$ cat src/rtl/ccds_pkg.sv
`default_nettype none

package ccds_pkg;

    typedef enum logic [2:0] {
        COLOR_NONE  = 3'd0,
        COLOR_BLACK = 3'd1,
        COLOR_WHITE = 3'd2,
        COLOR_RED   = 3'd3,
        COLOR_GREEN = 3'd4,
        COLOR_BLUE  = 3'd5
    } color_t;

    localparam int unsigned CFG_INDEX_W = 3;

    typedef enum logic [CFG_INDEX_W-1:0] {
        CFG_LIGHT_BLACK_MAX = 3'd0,
        CFG_LIGHT_WHITE_MIN = 3'd1,
        CFG_SAT_WHITE_MAX   = 3'd2,
        CFG_SAT_COLOR_MIN   = 3'd3,
        CFG_RGB_DARK_MAX    = 3'd4,
        CFG_RGB_BRIGHT_MIN  = 3'd5,
        CFG_RGB_DOMINANCE   = 3'd6,
        CFG_RUN_NEEDED      = 3'd7
    } cfg_index_t;

    localparam int unsigned CFG_DATA_W = 8;

    localparam logic       REQ_SAMPLE = 1'b0;
    localparam logic       REQ_CLEAR  = 1'b1;

    // Hue windows in units of half a degree: t = 3 * hue_raw
    localparam logic [9:0] HUE_RED_HI     = 10'd50;
    localparam logic [9:0] HUE_RED_LO     = 10'd670;
    localparam logic [9:0] HUE_GREEN_LO   = 10'd140;
    localparam logic [9:0] HUE_GREEN_HI   = 10'd320;
    localparam logic [9:0] HUE_BLUE_LO    = 10'd320;
    localparam logic [9:0] HUE_BLUE_HI    = 10'd530;

    typedef struct packed {
        logic [7:0] light_black_max;
        logic [7:0] light_white_min;
        logic [7:0] sat_white_max;
        logic [7:0] sat_color_min;
        logic [7:0] rgb_dark_max;
        logic [7:0] rgb_bright_min;
        logic [7:0] rgb_dominance;
        logic [3:0] run_needed;
    } cfg_t;

    localparam cfg_t CFG_RESET = '{
        light_black_max: 8'd60,
        light_white_min: 8'd170,
        sat_white_max:   8'd60,
        sat_color_min:   8'd50,
        rgb_dark_max:    8'd60,
        rgb_bright_min:  8'd200,
        rgb_dominance:   8'd40,
        run_needed:      4'd3
    };

    typedef struct packed {
        logic       req_type;
        logic [7:0] red_level;
        logic [7:0] green_level;
        logic [7:0] blue_level;
        logic [7:0] hue_raw;
        logic [7:0] sat_raw;
        logic [7:0] light_raw;
        logic       rgb_ok;
        logic       hsl_ok;
    } sample_t;

endpackage

`default_nettype wire

$ cat src/rtl/ccds_if.sv
`default_nettype none

interface ccds_req_if;
    logic       valid;
    logic       ready;
    logic       req_type;
    logic [7:0] red_level;
    logic [7:0] green_level;
    logic [7:0] blue_level;
    logic [7:0] hue_raw;
    logic [7:0] sat_raw;
    logic [7:0] light_raw;
    logic       rgb_ok;
    logic       hsl_ok;

    modport source (
        output valid, req_type, red_level, green_level, blue_level,
               hue_raw, sat_raw, light_raw, rgb_ok, hsl_ok,
        input  ready
    );
    modport sink (
        input  valid, req_type, red_level, green_level, blue_level,
               hue_raw, sat_raw, light_raw, rgb_ok, hsl_ok,
        output ready
    );
endinterface

interface ccds_rsp_if;
    logic       valid;
    logic       ready;
    logic [2:0] color_code;
    logic       sample_valid;
    logic       stop_latched;
    logic       stop_now;

    modport source (
        output valid, color_code, sample_valid, stop_latched, stop_now,
        input  ready
    );
    modport sink (
        input  valid, color_code, sample_valid, stop_latched, stop_now,
        output ready
    );
endinterface

`default_nettype wire

$ cat src/rtl/ccds_classify.sv
`default_nettype none

module ccds_classify
    import ccds_pkg::*;
(
    input  sample_t item,
    input  cfg_t    cfg,
    output color_t  color
);

    logic [9:0] hue_x3;
    logic [8:0] r_ext;
    logic [8:0] g_ext;
    logic [8:0] b_ext;
    logic [8:0] r_plus;
    logic [8:0] g_plus;
    logic [8:0] b_plus;
    color_t     hsl_color;
    color_t     rgb_color;

    always_comb
    begin
        hue_x3 = 10'({2'b00, item.hue_raw} + {1'b0, item.hue_raw, 1'b0});

        hsl_color = COLOR_NONE;
        if (item.light_raw <= cfg.light_black_max)
        begin
            hsl_color = COLOR_BLACK;
        end
        else if (item.light_raw >= cfg.light_white_min && item.sat_raw <= cfg.sat_white_max)
        begin
            hsl_color = COLOR_WHITE;
        end
        else if (item.sat_raw < cfg.sat_color_min)
        begin
            hsl_color = COLOR_NONE;
        end
        else if (hue_x3 < HUE_RED_HI || hue_x3 >= HUE_RED_LO)
        begin
            hsl_color = COLOR_RED;
        end
        else if (hue_x3 >= HUE_GREEN_LO && hue_x3 < HUE_GREEN_HI)
        begin
            hsl_color = COLOR_GREEN;
        end
        else if (hue_x3 >= HUE_BLUE_LO && hue_x3 < HUE_BLUE_HI)
        begin
            hsl_color = COLOR_BLUE;
        end

        r_ext  = {1'b0, item.red_level};
        g_ext  = {1'b0, item.green_level};
        b_ext  = {1'b0, item.blue_level};
        r_plus = r_ext + {1'b0, cfg.rgb_dominance};
        g_plus = g_ext + {1'b0, cfg.rgb_dominance};
        b_plus = b_ext + {1'b0, cfg.rgb_dominance};

        rgb_color = COLOR_NONE;
        if (item.red_level <= cfg.rgb_dark_max && item.green_level <= cfg.rgb_dark_max
            && item.blue_level <= cfg.rgb_dark_max)
        begin
            rgb_color = COLOR_BLACK;
        end
        else if (item.red_level >= cfg.rgb_bright_min && item.green_level >= cfg.rgb_bright_min
                 && item.blue_level >= cfg.rgb_bright_min)
        begin
            rgb_color = COLOR_WHITE;
        end
        else if (r_ext > g_plus && r_ext > b_plus)
        begin
            rgb_color = COLOR_RED;
        end
        else if (g_ext > r_plus && g_ext > b_plus)
        begin
            rgb_color = COLOR_GREEN;
        end
        else if (b_ext > r_plus && b_ext > g_plus)
        begin
            rgb_color = COLOR_BLUE;
        end

        // HSL wins unless it gives none or was not read
        if (item.hsl_ok && hsl_color != COLOR_NONE)
        begin
            color = hsl_color;
        end
        else if (item.rgb_ok)
        begin
            color = rgb_color;
        end
        else
        begin
            color = COLOR_NONE;
        end
    end

endmodule

`default_nettype wire

$ cat src/rtl/color_classify_debounce_stop_unit.sv
// Path: an accepted request beat goes to the input register, then through
// classify and run-counter logic into the result register. Throughput: one
// request per cycle while not stalled. Back-pressure on the result side stalls
// both stages, and ready drops only when both registers hold an item.
// Reset: rst_n clears the stop latch, run counter, held colour and valid
// flags, and loads the threshold registers with their default values.
`default_nettype none

module color_classify_debounce_stop_unit
    import ccds_pkg::*;
(
    input  wire logic                   clk,
    input  wire logic                   rst_n,
    ccds_req_if.sink                    req,
    ccds_rsp_if.source                  rsp,
    input  wire logic                   cfg_we,
    input  wire logic [CFG_INDEX_W-1:0] cfg_index,
    input  wire logic [CFG_DATA_W-1:0]  cfg_data
);

    cfg_t       cfg_reg;
    cfg_t       cfg_next;

    logic       s1_valid_reg;
    sample_t    s1_item_reg;
    logic       out_valid_reg;
    logic       out_valid_next;
    color_t     out_color_reg;
    logic       out_sample_valid_reg;
    logic       out_stop_latched_reg;
    logic       out_stop_now_reg;

    logic       stopped_reg;
    logic       stopped_next;
    logic [3:0] run_count_reg;
    logic [3:0] run_count_next;
    color_t     run_color_reg;
    color_t     run_color_next;
    color_t     held_color_reg;
    color_t     held_color_next;
    logic       held_valid_reg;
    logic       held_valid_next;
    logic       stop_now;

    logic       s2_advance;
    logic       s1_load;
    logic       s2_fire;
    color_t     cls_color;

    assign s2_advance = !out_valid_reg || rsp.ready;
    assign req.ready  = !s1_valid_reg || s2_advance;
    assign s1_load    = req.valid && req.ready;
    assign s2_fire    = s1_valid_reg && s2_advance;

    ccds_classify u_classify (
        .item  (s1_item_reg),
        .cfg   (cfg_reg),
        .color (cls_color)
    );

    always_comb
    begin
        cfg_next = cfg_reg;
        if (cfg_we)
        begin
            case (cfg_index)
                CFG_LIGHT_BLACK_MAX: cfg_next.light_black_max = cfg_data;
                CFG_LIGHT_WHITE_MIN: cfg_next.light_white_min = cfg_data;
                CFG_SAT_WHITE_MAX:   cfg_next.sat_white_max   = cfg_data;
                CFG_SAT_COLOR_MIN:   cfg_next.sat_color_min   = cfg_data;
                CFG_RGB_DARK_MAX:    cfg_next.rgb_dark_max    = cfg_data;
                CFG_RGB_BRIGHT_MIN:  cfg_next.rgb_bright_min  = cfg_data;
                CFG_RGB_DOMINANCE:   cfg_next.rgb_dominance   = cfg_data;
                CFG_RUN_NEEDED:      cfg_next.run_needed      = cfg_data[3:0];
                default:             cfg_next = cfg_reg;
            endcase
        end
    end

    always_comb
    begin
        stopped_next    = stopped_reg;
        run_count_next  = run_count_reg;
        run_color_next  = run_color_reg;
        held_color_next = held_color_reg;
        held_valid_next = held_valid_reg;
        stop_now        = 1'b0;

        if (s1_item_reg.req_type == REQ_CLEAR)
        begin
            stopped_next   = 1'b0;
            run_count_next = 4'd0;
            run_color_next = COLOR_NONE;
        end
        else if (!stopped_reg)
        begin
            held_valid_next = s1_item_reg.rgb_ok || s1_item_reg.hsl_ok;
            held_color_next = cls_color;
            if (cls_color == COLOR_NONE)
            begin
                run_count_next = 4'd0;
                run_color_next = COLOR_NONE;
            end
            else
            begin
                if (cls_color == run_color_reg)
                begin
                    // saturate at the required run length
                    if (run_count_reg < cfg_reg.run_needed)
                    begin
                        run_count_next = run_count_reg + 4'd1;
                    end
                end
                else
                begin
                    run_count_next = 4'd1;
                    run_color_next = cls_color;
                end
                if (run_count_next >= cfg_reg.run_needed)
                begin
                    stopped_next = 1'b1;
                    stop_now     = 1'b1;
                end
            end
        end
    end

    always_comb
    begin
        out_valid_next = out_valid_reg;
        if (s2_fire)
        begin
            out_valid_next = 1'b1;
        end
        else if (rsp.ready)
        begin
            out_valid_next = 1'b0;
        end
    end

    always_ff @(posedge clk or negedge rst_n)
    begin
        if (!rst_n)
        begin
            cfg_reg        <= CFG_RESET;
            s1_valid_reg   <= 1'b0;
            out_valid_reg  <= 1'b0;
            stopped_reg    <= 1'b0;
            run_count_reg  <= 4'd0;
            run_color_reg  <= COLOR_NONE;
            held_color_reg <= COLOR_NONE;
            held_valid_reg <= 1'b0;
        end
        else
        begin
            cfg_reg       <= cfg_next;
            out_valid_reg <= out_valid_next;
            if (req.ready)
            begin
                s1_valid_reg <= req.valid;
            end
            if (s2_fire)
            begin
                stopped_reg    <= stopped_next;
                run_count_reg  <= run_count_next;
                run_color_reg  <= run_color_next;
                held_color_reg <= held_color_next;
                held_valid_reg <= held_valid_next;
            end
        end
    end

    // payload: hold while stalled
    always_ff @(posedge clk)
    begin
        if (s1_load)
        begin
            s1_item_reg.req_type    <= req.req_type;
            s1_item_reg.red_level   <= req.red_level;
            s1_item_reg.green_level <= req.green_level;
            s1_item_reg.blue_level  <= req.blue_level;
            s1_item_reg.hue_raw     <= req.hue_raw;
            s1_item_reg.sat_raw     <= req.sat_raw;
            s1_item_reg.light_raw   <= req.light_raw;
            s1_item_reg.rgb_ok      <= req.rgb_ok;
            s1_item_reg.hsl_ok      <= req.hsl_ok;
        end
        if (s2_fire)
        begin
            out_color_reg        <= held_color_next;
            out_sample_valid_reg <= held_valid_next;
            out_stop_latched_reg <= stopped_next;
            out_stop_now_reg     <= stop_now;
        end
    end

    assign rsp.valid        = out_valid_reg;
    assign rsp.color_code   = out_color_reg;
    assign rsp.sample_valid = out_sample_valid_reg;
    assign rsp.stop_latched = out_stop_latched_reg;
    assign rsp.stop_now     = out_stop_now_reg;

endmodule

`default_nettype wire

$ cat src/flat_wrapper.sv
// flat-port wrapper written by rule: the top's interface ports become plain ports
module color_classify_debounce_stop_unit_flat import ccds_pkg::*;
  (clk, rst_n, cfg_we, cfg_index, cfg_data, req_valid, req_req_type, req_red_level, req_green_level, req_blue_level, req_hue_raw, req_sat_raw, req_light_raw, req_rgb_ok, req_hsl_ok, req_ready, rsp_valid, rsp_color_code, rsp_sample_valid, rsp_stop_latched, rsp_stop_now, rsp_ready);
  ccds_req_if req_i ();
  ccds_rsp_if rsp_i ();
  input  wire logic clk;
  input  wire logic rst_n;
  input  wire logic cfg_we;
  input  wire logic [CFG_INDEX_W-1:0] cfg_index;
  input  wire logic [CFG_DATA_W-1:0] cfg_data;
  input wire logic [$bits(req_i.valid)-1:0] req_valid;
  input wire logic [$bits(req_i.req_type)-1:0] req_req_type;
  input wire logic [$bits(req_i.red_level)-1:0] req_red_level;
  input wire logic [$bits(req_i.green_level)-1:0] req_green_level;
  input wire logic [$bits(req_i.blue_level)-1:0] req_blue_level;
  input wire logic [$bits(req_i.hue_raw)-1:0] req_hue_raw;
  input wire logic [$bits(req_i.sat_raw)-1:0] req_sat_raw;
  input wire logic [$bits(req_i.light_raw)-1:0] req_light_raw;
  input wire logic [$bits(req_i.rgb_ok)-1:0] req_rgb_ok;
  input wire logic [$bits(req_i.hsl_ok)-1:0] req_hsl_ok;
  output wire logic [$bits(req_i.ready)-1:0] req_ready;
  output wire logic [$bits(rsp_i.valid)-1:0] rsp_valid;
  output wire logic [$bits(rsp_i.color_code)-1:0] rsp_color_code;
  output wire logic [$bits(rsp_i.sample_valid)-1:0] rsp_sample_valid;
  output wire logic [$bits(rsp_i.stop_latched)-1:0] rsp_stop_latched;
  output wire logic [$bits(rsp_i.stop_now)-1:0] rsp_stop_now;
  input wire logic [$bits(rsp_i.ready)-1:0] rsp_ready;
  assign req_i.valid = req_valid;
  assign req_i.req_type = req_req_type;
  assign req_i.red_level = req_red_level;
  assign req_i.green_level = req_green_level;
  assign req_i.blue_level = req_blue_level;
  assign req_i.hue_raw = req_hue_raw;
  assign req_i.sat_raw = req_sat_raw;
  assign req_i.light_raw = req_light_raw;
  assign req_i.rgb_ok = req_rgb_ok;
  assign req_i.hsl_ok = req_hsl_ok;
  assign req_ready = req_i.ready;
  assign rsp_valid = rsp_i.valid;
  assign rsp_color_code = rsp_i.color_code;
  assign rsp_sample_valid = rsp_i.sample_valid;
  assign rsp_stop_latched = rsp_i.stop_latched;
  assign rsp_stop_now = rsp_i.stop_now;
  assign rsp_i.ready = rsp_ready;
  color_classify_debounce_stop_unit u_core (.clk(clk), .rst_n(rst_n), .req(req_i), .rsp(rsp_i), .cfg_we(cfg_we), .cfg_index(cfg_index), .cfg_data(cfg_data));
endmodule
$ cat config.mk
export PLATFORM = sky130hd
export DESIGN_NAME = color_classify_debounce_stop_unit_flat
export DESIGN_NICKNAME = d
export VERILOG_FILES = /design/src/rtl/ccds_pkg.sv /design/src/rtl/ccds_if.sv /design/src/rtl/ccds_classify.sv /design/src/rtl/color_classify_debounce_stop_unit.sv /design/src/flat_wrapper.sv
export SDC_FILE = /design/constraint.sdc
export NUM_CORES = 1
export LEC_CHECK = 0
export ABC_AREA = 1
export BUFFER_PORTS_ARGS = -buffer_cell sky130_fd_sc_hd__buf_2
export CAP_MARGIN = 30
export CORE_ASPECT_RATIO = 1.5
export CORE_MARGIN = 2
export CORE_UTILIZATION = 65
export DETAILED_ROUTE_END_ITERATION = 10
export PLACE_DENSITY = 0.84
export SYNTH_ARGS = -nofsm -noshare
export SYNTH_HDL_FRONTEND = slang
export SYNTH_SLANG_ARGS = --single-unit
$ cat constraint.sdc
create_clock -name clk -period 9.72 [get_ports clk]
set_clock_uncertainty 0.05 [all_clocks]
set_input_delay 1.944 -clock clk [delete_from_list [all_inputs] [get_ports clk]]
set_output_delay 1.944 -clock clk [all_outputs]
set_load 0.01 [all_outputs]
==> impl_metrics.toml <==
[placement]
place.gp.congestion = 0.996
dp_hpwl_um = 19200
dpl_cell_area_sq_mm = 0.0104
io_buffers = 74

[global_route]
grt_max_degree = 75
grt_use_met3 = 0.0485
grt_use_met2 = 0.608
antenna_found_initial = 0
grt_pass1_vias = 9216
grt_pass1_wl_um = 42300
gr-total-overflow = 0
grt-busiest-layer = "met2"
use_met1 = 0.335
grt_usage = 0.336

[logic_synthesis]
synthFlopType = "edfxtp_1"
yosys_warnings = 0
synth_area_sq_mm = 0.00978
yosysTopAreaCellShare = 0.200
synth_area_per_cell_sq_um = 8.10
synth_top_cell_by_area = "ha_1"
synth_edf_count = 57
ys_async_sr_fraction = 0.565
syn-num-nets = 1434
ys_seq_elements = 131
ys_types = 47
synthTopCellsByArea = "ha_1, edfxtp_1, dfrtp_1"
ys_seq_area_frac = 0.368
netlist_instances = 1207

[final_layout]
final_nets = 1523
multi_input_area_sq_mm = 0.00547
stdcell_area_sq_mm = 0.0110
diodes = 0
ff_latch_area_sq_mm = 0.00360
mostFrequentLayoutCells = "nand2_1, inv_1, ha_1"
drive_above_1_share = 0.128
areaGrowthSynthToFinish_pct = 12.9
final_common_cell = "nand2_1"
n_fill_cell = 1104
largest_register_ffs = 60

[sta]
fin_crit_sh = 0.514
maxSlewHeadroom = 0.473
fin_hold_ws_ps = 435
worst_pin_slew_ps = 784
min_period_ps = 5000
finalSetupViolCount = 0
setup_tns_ps = 0
max_freq_mhz = 200
hold_viol = 0
rsz0062_at_grt = "no"
final_max_slew_viol_count = 0

[power]
combPwrFrac = 0.409
p_switching_mw = 0.952
clock_power_share = 0.276
swShare = 0.392
p_leak_nw = 5.66
ir_drop_mv = 0.141
internal_power_mw = 1.47
p_per_area_mw_per_mm2 = 220
seq_power_share = 0.315

[floorplanning]
start_util = 0.667
core_sq_mm = 0.0147
fp-row-count = 54
die_y_um = 154
die_x_um = 104
die_area_sq_mm = 0.0161
pin_count = 75

[cts]
cts.sinks = 131
clkLatencyLatePin_ps = 430
clockRootBuffer = "clkbuf_16"
postCtsSetupBuffers = 0
clock_path_buffers = 2
clk_pin_slew_ps = 70
cts_tree = "done"
cts_hold_buf = 0
cts_resized = 0
numCtsBuffers = 17
cts-htree-levels = 4

[critical_path]
path_max_fanout = 6
cp_slowest_cell = "edfxtp_1"
crit_type = "reg2reg"
cpMostUsedCell = "nand2_1"
cp.arrival_ps = 5120
required_ps = 9840
cpPeakStageDelay_ps = 550
startpoint_type = "flip-flop"
worstSetupEndpointType = "flip-flop"
ff2ff_setup_slack_ps = 4720

[routing]
vias = 8803
post-route-drc-count = 0
drtIter0Drc = 573
drtPass1Iterations = 7
vias_per_cell = 5.85
wl_per_cell_um = 17.2
finalWirelength_um = 25800
ant_nets = 0

[run]
maxCapViolCount = 0

[status]
status = "completed"

[worst_hold_path]
hold_class = "reg2reg"
## stage by stage
stage | total power [mW] | cells | util | setup slack, ps
after CTS | 2.41 | 1504 | 0.751 | 4770
after floorplan | 1.46 | 1207 | - | 5460
final | 2.43 | 1505 | 0.753 | 4720
after global placement | 1.68 | 1471 | 0.708 | 4870
after global routing | 2.59 | 1505 | 0.753 | 4170
after detailed placement | 1.72 | 1472 | 0.709 | 4800
## cell usage after synthesis (4+ instances only)
master	n
nand2_1	307
fa_1	4
ha_1	156
nand3_1	78
inv_1	179
xor2_1	11
dfstp_2	26
nand2_2	16
nor3_1	4
a21oi_1	69
nand3_2	5
inv_2	4
o21a_1	5
o21ai_0	86
nor2_1	71
nand4_1	20
dfrtp_1	48
a21boi_1	4
nand3b_1	4
clkbuf_1	7
edfxtp_1	57
## area by class of cell
class,count,area share
clock inverter,11,0.0112
inverter,184,0.0628
sequential,131,0.326
timing repair buffer,77,0.0385
clock buffer,21,0.0446
multi-input combinational,885,0.495
tap,196,0.0222
## power by group through the flow
stage | Combinational [mW] | Sequential, mW | Clock [mW]
6_report | 0.992 | 0.763 | 0.670
5_1_grt | 1.13 | 0.772 | 0.694
4_1_cts | 0.978 | 0.760 | 0.672
3_5_place_dp | 0.954 | 0.767 | 0
3_3_place_gp | 0.916 | 0.764 | 0
2_1_floorplan | 0.716 | 0.748 | 0
## final timing paths
path,cells after the start,to,from
setup reg to reg,34,u_core.rsp.stop_latched,u_core.s1_item_reg[35]
hold reg to reg,2,u_core.cfg_reg[17],u_core.cfg_reg[17]
setup / recovery,34,u_core.rsp.stop_latched,u_core.s1_item_reg[35]
max in group asynchronous,3,u_core.cfg_reg[15],rst_n
hold / removal,2,u_core.cfg_reg[17],u_core.cfg_reg[17]
min in group asynchronous,2,u_core.run_count_reg[3],rst_n
## metal layers
| metal | share of wire | wire (um) |
|---|---|---|
| met1 | 0.35 | 9040 |
| met2 | 0.51 | 13300 |
| met3 | 0.053 | 1370 |
| met4 | 0.083 | 2160 |
| met5 | 0 | 0 |
## critical path: cells and delay by family (launching register included)
family | cells | cell delay (ps)
AND/OR/NAND/NOR | 16 | 1460
XOR/XNOR | 1 | 100
buffers and inverters | 6 | 410
AO/OA/AOI/OAI | 8 | 1040
adder cells (fa/ha/maj) | 3 | 1100
flip-flops | 1 | 550
## cell families after synthesis
kind of cell             after synthesis  synth area share
AO/OA/AOI/OAI                        195             0.111
XOR/XNOR                              14            0.0125
adder cells (fa/ha/maj)              160             0.208
buffers and inverters                191            0.0736
flip-flops                           131             0.368
multiplexers                           1           0.00102
AND/OR/NAND/NOR                      515             0.226
Power figures use the tool's default switching activity.
